**src/rtl/ppd_pkg.sv**
```systemverilog
// shared types, register codes and reset values for the ppm pulse train decoder
package ppd_pkg;

  localparam int unsigned TimeW    = 16;
  localparam int unsigned DeltaW   = 11;
  localparam int unsigned IdxW     = 4;
  localparam int unsigned ValueW   = 16;
  localparam int unsigned CountW   = 8;
  localparam int unsigned CfgIdxW  = 3;
  localparam int unsigned CfgDataW = 16;

  localparam int unsigned MaxChannelsDef = 8;

  localparam logic [TimeW-1:0]  CounterTopRst  = 16'hFFFF;
  localparam logic [TimeW-1:0]  SyncTicksRst   = 16'd4600;
  localparam logic [TimeW-1:0]  GlitchTicksRst = 16'd1400;
  localparam logic [TimeW-1:0]  CenterTicksRst = 16'd3000;
  localparam logic [DeltaW-1:0] ClampDeltaRst  = 11'd1100;

  typedef enum logic [CfgIdxW-1:0] {
    CfgCounterTop  = 3'd0,
    CfgSyncTicks   = 3'd1,
    CfgGlitchTicks = 3'd2,
    CfgCenterTicks = 3'd3,
    CfgClampDelta  = 3'd4
  } cfg_idx_e;

  typedef enum logic {
    KindChannel = 1'b0,
    KindSync    = 1'b1
  } kind_e;

  typedef struct packed {
    logic [TimeW-1:0]  counter_top;
    logic [TimeW-1:0]  sync_ticks;
    logic [TimeW-1:0]  glitch_ticks;
    logic [TimeW-1:0]  center_ticks;
    logic [DeltaW-1:0] clamp_delta;
  } cfg_t;

  typedef struct packed {
    logic                     valid;
    kind_e                    kind;
    logic [IdxW-1:0]          index;
    logic signed [ValueW-1:0] value;
    logic [CountW-1:0]        count;
  } result_t;

endpackage

```
**src/rtl/ppm_pulse_train_decoder_core.sv**
```systemverilog
// top level of the ppm pulse train decoder: input register, decode stage, result register
// Decodes a PPM pulse train from edge capture timestamps. Each beat on the input
// channel is one counter value; the interval to the previous capture (wrapping at
// counter_top) either marks a frame sync gap, is dropped as a glitch, or becomes a
// channel value: clamped to center +/- delta, centered and scaled by ten. Beats that
// are not syncs are also dropped before the first sync and past the channel limit.
// One beat is taken per clock unless the input stalls: a capture sits in the input
// register, then the decode stage updates its state and the result register.
// Throughput is one capture per cycle, set by the state update loop of the decode stage;
// the input stalls only while the result register is full and the output side stalls.
module ppm_pulse_train_decoder_core #(
  parameter int unsigned MaxChannels = ppd_pkg::MaxChannelsDef
) (
  input  logic                               clk_i,
  input  logic                               rst_ni,
  input  logic                               cfg_valid_i,
  output logic                               cfg_ready_o,
  input  logic [ppd_pkg::CfgIdxW-1:0]        cfg_index_i,
  input  logic [ppd_pkg::CfgDataW-1:0]       cfg_data_i,
  input  logic                               in_valid_i,
  output logic                               in_stall_o,
  input  logic [ppd_pkg::TimeW-1:0]          capture_time_i,
  output logic                               out_valid_o,
  input  logic                               out_stall_i,
  output logic                               result_kind_o,
  output logic [ppd_pkg::IdxW-1:0]           channel_index_o,
  output logic signed [ppd_pkg::ValueW-1:0]  channel_value_o,
  output logic [ppd_pkg::CountW-1:0]         frame_sync_count_o
);

  ppd_pkg::cfg_t    cfg;
  ppd_pkg::result_t res;

  logic                      in_vld_q, in_vld_d;
  logic [ppd_pkg::TimeW-1:0] cap_q;
  logic                      in_accept, advance;

  logic                              out_vld_q, out_vld_d;
  logic                              kind_q;
  logic [ppd_pkg::IdxW-1:0]          idx_q;
  logic signed [ppd_pkg::ValueW-1:0] value_q;
  logic [ppd_pkg::CountW-1:0]        count_q;

  ppd_cfg_regs u_cfg (
    .clk_i       (clk_i),
    .rst_ni      (rst_ni),
    .cfg_valid_i (cfg_valid_i),
    .cfg_ready_o (cfg_ready_o),
    .cfg_index_i (cfg_index_i),
    .cfg_data_i  (cfg_data_i),
    .cfg_o       (cfg)
  );

  ppd_decode #(
    .MaxChannels (MaxChannels)
  ) u_decode (
    .clk_i     (clk_i),
    .rst_ni    (rst_ni),
    .cfg_i     (cfg),
    .advance_i (advance),
    .capture_i (cap_q),
    .result_o  (res)
  );

  // decode moves whenever the input register holds a beat and the result register can take it
  assign advance    = in_vld_q && (!out_vld_q || !out_stall_i);
  assign in_stall_o = in_vld_q && !advance;
  assign in_accept  = in_valid_i && !in_stall_o;
  assign in_vld_d   = in_accept || (in_vld_q && !advance);

  always_comb begin
    out_vld_d = out_vld_q;
    if (advance) begin
      out_vld_d = res.valid;
    end else if (!out_stall_i) begin
      out_vld_d = 1'b0;
    end
  end

  always_ff @(posedge clk_i or negedge rst_ni) begin
    if (!rst_ni) begin
      in_vld_q  <= 1'b0;
      out_vld_q <= 1'b0;
    end else begin
      in_vld_q  <= in_vld_d;
      out_vld_q <= out_vld_d;
    end
  end

  always_ff @(posedge clk_i) begin
    if (in_accept) begin
      cap_q <= capture_time_i;
    end
    if (advance && res.valid) begin
      kind_q  <= res.kind;
      idx_q   <= res.index;
      value_q <= res.value;
      count_q <= res.count;
    end
  end

  assign out_valid_o        = out_vld_q;
  assign result_kind_o      = kind_q;
  assign channel_index_o    = idx_q;
  assign channel_value_o    = value_q;
  assign frame_sync_count_o = count_q;

`ifndef SYNTHESIS
  a_sync_fields_zero: assert property (@(posedge clk_i) disable iff (!rst_ni)
    out_valid_o && result_kind_o == ppd_pkg::KindSync
    |-> channel_index_o == '0 && channel_value_o == '0)
    else $error("sync beat carries channel data");

  a_chan_index_range: assert property (@(posedge clk_i) disable iff (!rst_ni)
    out_valid_o && result_kind_o == ppd_pkg::KindChannel
    |-> 32'(channel_index_o) < MaxChannels)
    else $error("channel index beyond channel limit");

  a_value_range: assert property (@(posedge clk_i) disable iff (!rst_ni)
    out_valid_o |-> channel_value_o <= 16'sd20470 && channel_value_o >= -16'sd20470)
    else $error("channel value out of range");

  a_stall_cause: assert property (@(posedge clk_i) disable iff (!rst_ni)
    in_stall_o |-> out_valid_o && out_stall_i)
    else $error("input stalled without output back-pressure");
`endif

endmodule

```
**src/rtl/ppd_cfg_regs.sv**
```systemverilog
// configuration register file written through the config beat channel
module ppd_cfg_regs (
  input  logic                          clk_i,
  input  logic                          rst_ni,
  input  logic                          cfg_valid_i,
  output logic                          cfg_ready_o,
  input  logic [ppd_pkg::CfgIdxW-1:0]   cfg_index_i,
  input  logic [ppd_pkg::CfgDataW-1:0]  cfg_data_i,
  output ppd_pkg::cfg_t                 cfg_o
);

  ppd_pkg::cfg_t cfg_q, cfg_d;

  assign cfg_ready_o = 1'b1;

  always_comb begin
    cfg_d = cfg_q;
    if (cfg_valid_i) begin
      unique case (cfg_index_i)
        ppd_pkg::CfgCounterTop:  cfg_d.counter_top  = cfg_data_i;
        ppd_pkg::CfgSyncTicks:   cfg_d.sync_ticks   = cfg_data_i;
        ppd_pkg::CfgGlitchTicks: cfg_d.glitch_ticks = cfg_data_i;
        ppd_pkg::CfgCenterTicks: cfg_d.center_ticks = cfg_data_i;
        ppd_pkg::CfgClampDelta:  cfg_d.clamp_delta  = cfg_data_i[ppd_pkg::DeltaW-1:0];
        default: ;
      endcase
    end
  end

  always_ff @(posedge clk_i or negedge rst_ni) begin
    if (!rst_ni) begin
      cfg_q.counter_top  <= ppd_pkg::CounterTopRst;
      cfg_q.sync_ticks   <= ppd_pkg::SyncTicksRst;
      cfg_q.glitch_ticks <= ppd_pkg::GlitchTicksRst;
      cfg_q.center_ticks <= ppd_pkg::CenterTicksRst;
      cfg_q.clamp_delta  <= ppd_pkg::ClampDeltaRst;
    end else begin
      cfg_q <= cfg_d;
    end
  end

  assign cfg_o = cfg_q;

endmodule

```
**src/rtl/ppd_decode.sv**
```systemverilog
// interval, sync/glitch classification, clamp and scale, plus the decoder state
module ppd_decode #(
  parameter int unsigned MaxChannels = ppd_pkg::MaxChannelsDef
) (
  input  logic                       clk_i,
  input  logic                       rst_ni,
  input  ppd_pkg::cfg_t              cfg_i,
  input  logic                       advance_i,
  input  logic [ppd_pkg::TimeW-1:0]  capture_i,
  output ppd_pkg::result_t           result_o
);

  localparam int unsigned ChanCntW = $clog2(MaxChannels + 1);
  localparam int unsigned DiffW    = ppd_pkg::TimeW + 1;
  localparam int unsigned ClampW   = ppd_pkg::DeltaW + 1;

  logic [ppd_pkg::TimeW-1:0]  last_q, last_d;
  logic [ChanCntW-1:0]        chan_q, chan_d;
  logic                       await_q, await_d;
  logic [ppd_pkg::CountW-1:0] sync_cnt_q, sync_cnt_d;

  logic [ppd_pkg::TimeW-1:0]  gap;
  logic                       is_sync, is_glitch, chan_full;
  logic signed [DiffW-1:0]    diff, delta_s, clamp_full;
  logic signed [ClampW-1:0]   clamped;
  logic signed [ppd_pkg::ValueW-1:0] clamped_ext;

  // the wrap case adds the distance up to counter_top plus one, in 16-bit arithmetic
  always_comb begin
    if (capture_i >= last_q) begin
      gap = capture_i - last_q;
    end else begin
      gap = cfg_i.counter_top - last_q + capture_i + 16'd1;
    end
  end

  assign is_sync   = gap > cfg_i.sync_ticks;
  assign is_glitch = gap < cfg_i.glitch_ticks;
  assign chan_full = chan_q >= ChanCntW'(MaxChannels);

  // clamp on the difference from center, same test as clamping the interval
  assign diff    = $signed({1'b0, gap}) - $signed({1'b0, cfg_i.center_ticks});
  assign delta_s = $signed({{(DiffW - ppd_pkg::DeltaW){1'b0}}, cfg_i.clamp_delta});

  always_comb begin
    if (diff > delta_s) begin
      clamp_full = delta_s;
    end else if (diff < -delta_s) begin
      clamp_full = -delta_s;
    end else begin
      clamp_full = diff;
    end
  end

  assign clamped     = clamp_full[ClampW-1:0];
  assign clamped_ext = ppd_pkg::ValueW'(clamped);

  always_comb begin
    last_d     = last_q;
    chan_d     = chan_q;
    await_d    = await_q;
    sync_cnt_d = sync_cnt_q;

    result_o.valid = 1'b0;
    result_o.kind  = ppd_pkg::KindChannel;
    result_o.index = '0;
    result_o.value = '0;
    result_o.count = sync_cnt_q;

    last_d = capture_i;
    if (is_sync) begin
      await_d        = 1'b0;
      sync_cnt_d     = sync_cnt_q + 8'd1;
      chan_d         = '0;
      result_o.valid = 1'b1;
      result_o.kind  = ppd_pkg::KindSync;
      result_o.count = sync_cnt_d;
    end else if (!is_glitch && !await_q) begin
      if (chan_full) begin
        await_d = 1'b1;
      end else begin
        result_o.valid = 1'b1;
        result_o.index = ppd_pkg::IdxW'(chan_q);
        result_o.value = (clamped_ext <<< 3) + (clamped_ext <<< 1);
        chan_d         = chan_q + ChanCntW'(1);
      end
    end
  end

  always_ff @(posedge clk_i or negedge rst_ni) begin
    if (!rst_ni) begin
      last_q     <= '0;
      chan_q     <= '0;
      await_q    <= 1'b1;
      sync_cnt_q <= '0;
    end else if (advance_i) begin
      last_q     <= last_d;
      chan_q     <= chan_d;
      await_q    <= await_d;
      sync_cnt_q <= sync_cnt_d;
    end
  end

endmodule
```
**config.mk**
```make
export PLATFORM = sky130hd
export DESIGN_NAME = ppm_pulse_train_decoder_core
export DESIGN_NICKNAME = d
export VERILOG_FILES = /design/src/rtl/ppd_pkg.sv /design/src/rtl/ppm_pulse_train_decoder_core.sv /design/src/rtl/ppd_cfg_regs.sv /design/src/rtl/ppd_decode.sv
export SDC_FILE = /design/constraint.sdc
export NUM_CORES = 1
export LEC_CHECK = 0
export BUFFER_PORTS_ARGS = -buffer_cell sky130_fd_sc_hd__buf_2
export CORE_ASPECT_RATIO = 0.5
export CORE_MARGIN = 2
export CORE_UTILIZATION = 33
export DETAILED_ROUTE_END_ITERATION = 16
export GPL_TIMING_DRIVEN = 0
export SYNTH_ARGS = -nofsm -noshare
export SYNTH_HDL_FRONTEND = slang
export SYNTH_HIERARCHICAL = 1
export SYNTH_SLANG_ARGS = --single-unit
```
**constraint.sdc**
```tcl
create_clock -name clk_i -period 20.9 [get_ports clk_i]
set_input_delay 1.045 -clock clk_i [delete_from_list [all_inputs] [get_ports clk_i]]
set_output_delay 1.045 -clock clk_i [all_outputs]
set_load 0.1 [all_outputs]
```
[Yosys cells after proc, flatten, opt, wreduce, memory -nomap -nowiden]
Index checks and enable logic that the tools add are counted.
Word-level totals
  flip-flop bits (word level): 151
  bits of input ports: 40
  logic and storage cells: 78
Operators by class
  add/subtract/negate cells: 9
  $lt $le $gt $ge: 6
  equality and inequality tests: 6
  muxes and demuxes: 16
  bitwise gates (word level): 1
  reductions and logical operators: 24
Operators with widths (number)
  $sub 16x16->16: 2
  $mux 12: 2
  $gt 17x12->1: 1
  $lt 17x17->1: 1
  $neg 11->17: 1
  $sub 16x16->17: 1
  $add 15x13->16: 1
  $add 16x1->16 const B: 1
  $add 16x16->16: 1
  $ge 16x16->1: 1
  $gt 16x16->1: 1
  $lt 16x16->1: 1
  $mux 16: 1
  $mux 4: 3
  $reduce_and 2->1: 5
  $mux 1: 9
  $add 8x1->8 const B: 1
  $mux 8: 1
  $eq 3x2->1 const B: 2
  $logic_not 1->1: 6
  $reduce_and 3->1: 2
  $logic_and 1x1->1: 5
  $add 4x1->4 const B: 1
  $ge 4x4->1 const B: 1
  8 further kinds: 11

[Longest topological paths before layout]
  depth in word-level cells: 10
  mapped depth: 45

[Modules after synthesis]
The synthesis kept the hierarchy.
By module, submodules not included
  ppd_decode: times used 1, cells each 918, area each 6772.7 um^2
  ppd_cfg_regs: times used 1, cells each 164, area each 2932.8 um^2
  ppm_pulse_train_decoder_core: times used 1, cells each 56, area each 1450.1 um^2

[Least setup slack after synthesis]
Ideal clock, no wire load.
  kind: reg2reg
  start: register cap_q[0] in the netlist's numbering
  end: register value_q, in the netlist channel_value_o[13], data pin
  setup time: 0.254 ns
  arrival time: 8.783 ns
  required time: 20.646 ns
  slack: 11.862 ns
  stages on the path, launching flop included: 41
  buffers on the path: 3
  period minus slack after synthesis: 9.038 ns
  path through: edfxtp_1 inv_1 ha_1 inv_1 fa_1 a21o_1 a21oi_2 o221ai_2 a221o_1 a21o_1 a21o_1 a311o_1 clkbuf_1 o21ai_0 ha_1 nor2b_1 o31a_1 o31a_1 (+5 left out) a221o_1 or3_1 and3_1 a31oi_1 buf_2 buf_1 mux2i_1 o22ai_1 ha_1 ha_1 a21oi_1 nor2_1 a211o_1 a21o_1 a211oi_2 a21oi_1 xnor2_1 nor2_1
Between the ends
  cells in the longest elaborated chain, start to end: 8
  elaborated cells on any way between the ends: 17
  classes of those cells: add/sub (5); order compare (5); mux (3); bitwise (1); reduce/logical (3)
Ends and longest elaborated chain
  start: declaration: line ppm_pulse_train_decoder_core.sv:35  | logic [ppd_pkg::TimeW-1:0] cap_q;
  start signal: assignment: line ppm_pulse_train_decoder_core.sv:92  | cap_q <= capture_time_i;
  $add 16x16->16: line ppd_decode.sv:33  | gap = cfg_i.counter_top - last_q + capture_i + 16'd1;
  $add 16x1->16: line ppd_decode.sv:33
  $mux 16 *: line ppd_decode.sv:30  | if (capture_i >= last_q) begin
  $sub 16x16->17 or $lt 16x16->1 (tied branches): line ppd_decode.sv:42, ppd_decode.sv:38
  $lt 17x17->1 or $logic_not 1->1 (tied branches): line ppd_decode.sv:48, ppd_decode.sv:78
  $mux 12 or $logic_and 1x1->1 (tied branches): line ppd_decode.sv:48, ppd_decode.sv:78
  $mux 12 or $not 1->1 (tied branches)
  $add 15x13->16 or $reduce_or 3->1 (tied branches)
  end signal: assignment: line ppm_pulse_train_decoder_core.sv:97  | value_q <= res.value;
  end: declaration: line ppm_pulse_train_decoder_core.sv:41  | logic signed [ppd_pkg::ValueW-1:0] value_q;
Every way passes the cells marked *; elsewhere a longest branch is shown, timed or not.
A chain may end at the register's enable or synchronous reset.

[Worst setup path after layout]
Ends and elaborated chain as after synthesis.

==> qor.yml <==
place:
  dp_hpwl_mm: 20.84
  globalplace.congestion: 0.8558
  port_buffers: 70
  dpl.cell_count: 1651
global_route:
  grt_pass1_vias: 8384
  grt_pass1_wl_mm: 42.72
  grt_use_total_pct: 15.25
  gr-total-overflow: 0
  grt_max_degree: 61
  antenna_found_initial: 0
finish:
  drive_above_1_share_pct: 21.66
  final_nets: 1406
  multi_input_area_sq_um: 6240
  final_common_cell: "inv_1"
  final_cells: 1683
  layout_common_cells: "inv_1, ha_1, mux2_2"
  fillers: 3264
  seqCellArea_sq_um: 4055
  diodes: 0
  syn2layout_area_growth_pct: 13.94
die:
  fp-row-count: 47
  die_w_um: 264.0
  io-pin-count: 72
  die_h_um: 134.0
  die_area_sq_um: 35380
  initial_core_util_pct: 33.64
  core-area_sq_um: 33170
clock_network:
  numCtsBuffers: 17
  cts_setup_buffers: 0
  ctsHoldBuffers: 0
  clockBufferDepth: 2
  cts.htree.levels: 4
  cts_tree: "built"
  clock-sinks: 151
  clk_pin_slew_worst_paths_ns: 0.06
  cts-resized-gates: 0
  insertion_delay_ns: 0.45
  cts_root_buffer: "clkbuf_16"
worst_hold_path:
  hold_depth: 1
  hold_class: "flop to flop"
sta:
  setup_viol_count_final: 0
  maxSlewViolCount: 0
  final_hold_viol_count: 0
  tns_ns: 0
  worstMarginPinSlew_ns: 0.9675
  fmax_mhz: 93.38
  post-route-period-util_pct: 51.24
  period_minus_slack_ns: 10.71
  clock_skew_ns: 0.01283
  rsz0062_at_grt: "false"
  slew_headroom_pct: 35.35
synth:
  synthesis.area_sq_um: 11160
  ys_async_sr_fraction_pct: 70.20
  yosysUniqueCellTypes: 78
  ys_seq_area_share_pct: 36.35
  syn_inst: 1138
  synth_edf_count: 45
  synth_ff_type: "dfrtp_1"
  yosys_warnings: 6
  syn_avg_cell_area_sq_um: 9.803
  ys_ff_latch: 151
route:
  wl_per_cell_um: 15.40
  ant_nets: 0
  route.detailed.drc: 0
  detail_route.iter0.violations: 349
  vias_per_cell: 4.896
  first_pass_iters: 5
  vias: 8240
  routed_wl_mm: 25.91
run_status:
  outcome: "completed"
worst_setup_path:
  crit_top_cell: "ha_1"
  critical_path_required_ns: 21.09
  path_max_fanout: 10
  reg2reg_slack_ns: 10.19
  crit_path_end_kind: "flop"
  reg2regPathDepth: 40
  cp-start-kind: "flop"
  critical_path_class: "flop to flop"
  slowest_stage: "o21ai_0"
  arrival_ns: 10.90
  worst_path_largest_cell_delay_ns: 0.58
flow_run:
  max_cap_viol_count: 0
## Yosys cell counts (5+ instances only)
| library cell | n | area, sq um |
|---|---|---|
| inv_1 | 185 | 694.4 |
| ha_1 | 120 | 1501 |
| mux2_2 | 78 | 878.3 |
| nand2_1 | 71 | 266.5 |
| dfrtp_1 | 65 | 1627 |
| a21oi_1 | 64 | 320.3 |
| nor2_1 | 62 | 232.7 |
| o21ai_0 | 55 | 275.3 |
| edfxtp_1 | 45 | 1351 |
| xnor2_1 | 43 | 376.6 |
| dfstp_2 | 41 | 1077 |
| a21o_1 | 22 | 165.2 |
| xor2_1 | 18 | 157.7 |
| fa_1 | 17 | 340.3 |
| nand3_1 | 17 | 85.08 |
| nand4_1 | 17 | 106.4 |
| nand2b_1 | 13 | 81.33 |
| and3_1 | 11 | 68.82 |
| mux2i_1 | 11 | 110.1 |
| and2_1 | 10 | 62.56 |
| clkbuf_1 | 10 | 37.54 |
| nor3_1 | 10 | 50.05 |
| nor2b_1 | 9 | 56.30 |
| o21a_1 | 8 | 60.06 |
| o31ai_1 | 8 | 60.06 |
| a211oi_1 | 7 | 52.55 |
| a31oi_1 | 6 | 37.54 |
| o22ai_1 | 6 | 37.54 |
| o31a_1 | 6 | 52.55 |
| a21boi_0 | 5 | 37.54 |
| buf_4 | 5 | 37.54 |
| nor4_1 | 5 | 31.28 |
| or2_2 | 5 | 31.28 |
## worst paths after layout
kind	startpoint	to
worst max-delay path	cap_q[0]$_DFFE_PP_	channel_value_o[13]$_DFFE_PP_
worst min-delay path	u_cfg/cfg_o[29]$_DFFE_PN0P_	u_cfg/cfg_o[29]$_DFFE_PN0P_
worst max register to register	cap_q[0]$_DFFE_PP_	channel_value_o[13]$_DFFE_PP_
worst min register to register	u_cfg/cfg_o[29]$_DFFE_PN0P_	u_cfg/cfg_o[29]$_DFFE_PN0P_
max in group asynchronous	rst_ni	u_cfg/cfg_o[6]$_DFFE_PN1P_
min in group asynchronous	rst_ni	u_decode/last_q[14]$_DFFE_PN0P_
## metal layers
metal	GRT usage, %	routed length (um)	part of all wire (%)
met1	19.79	12580	49
met2	25.88	12210	47
met3	2.901	657	2.5
met4	4.735	460	1.8
met5	0	0	0
## kinds of logic (layout without fill, tap and decap cells)
kind of cell	count (synthesis)	count (layout)	synth area share, %
xor+xnor	61	61	4.789
compound gates	237	237	14.23
fa+ha+maj	137	137	16.51
simple gates	247	247	11.20
buf+inv	213	316	7.851
other cells	2	3	0.06732
mux	90	90	8.995
flops	151	151	36.35
## registers in the layout, indices dropped and copies added (netlist names)
name and count:
out_valid_o 1, frame_sync_count_o 8, result_kind_o 1, u_decode/await_q 1, channel_index_o 4, u_decode/last_q 16, u_cfg/cfg_o 75, cap_q 16
u_decode/sync_cnt_q 8, in_vld_q 1, u_decode/chan_q 4, channel_value_o 16
## worst max-delay path: cells and delay by family (launching register included)
family / cells / cell delay (ns)
buffers and inverters: 6 / 1.35
adders and majority gates: 6 / 1.79
xor gates and xnor gates: 2 / 0.49
muxes: 1 / 0.25
DFF: 1 / 0.38
AOI/OAI and AO/OA: 19 / 5.14
and+or+nand+nor: 6 / 1.01
## layout make-up
class	count	area share, %
multi-input combinational	775	49.09
inverter	186	5.493
tap	441	4.341
timing repair buffer	71	2.992
buffer	27	1.398
clock buffer	18	3.544
sequential	151	31.90
clock inverter	14	1.240
## stage by stage
step / util, % / hold slack (ns) / area (sq um) / worst slack, ns
after floorplan: - / 0.4641 / 11160 / 11.86
after global placement: 36.37 / 0.4810 / 12060 / 10.28
after detailed placement: 36.49 / 0.4882 / 12100 / 10.26
after CTS: 38.32 / 0.5007 / 12710 / 10.20
after global routing: 38.32 / 0.5270 / 12710 / 9.486
final: 38.32 / 0.5067 / 12710 / 10.19
Power is left out: the tool's default activity adds up to more than one toggle a clock period on the data nets, which glitch-free logic cannot reach.
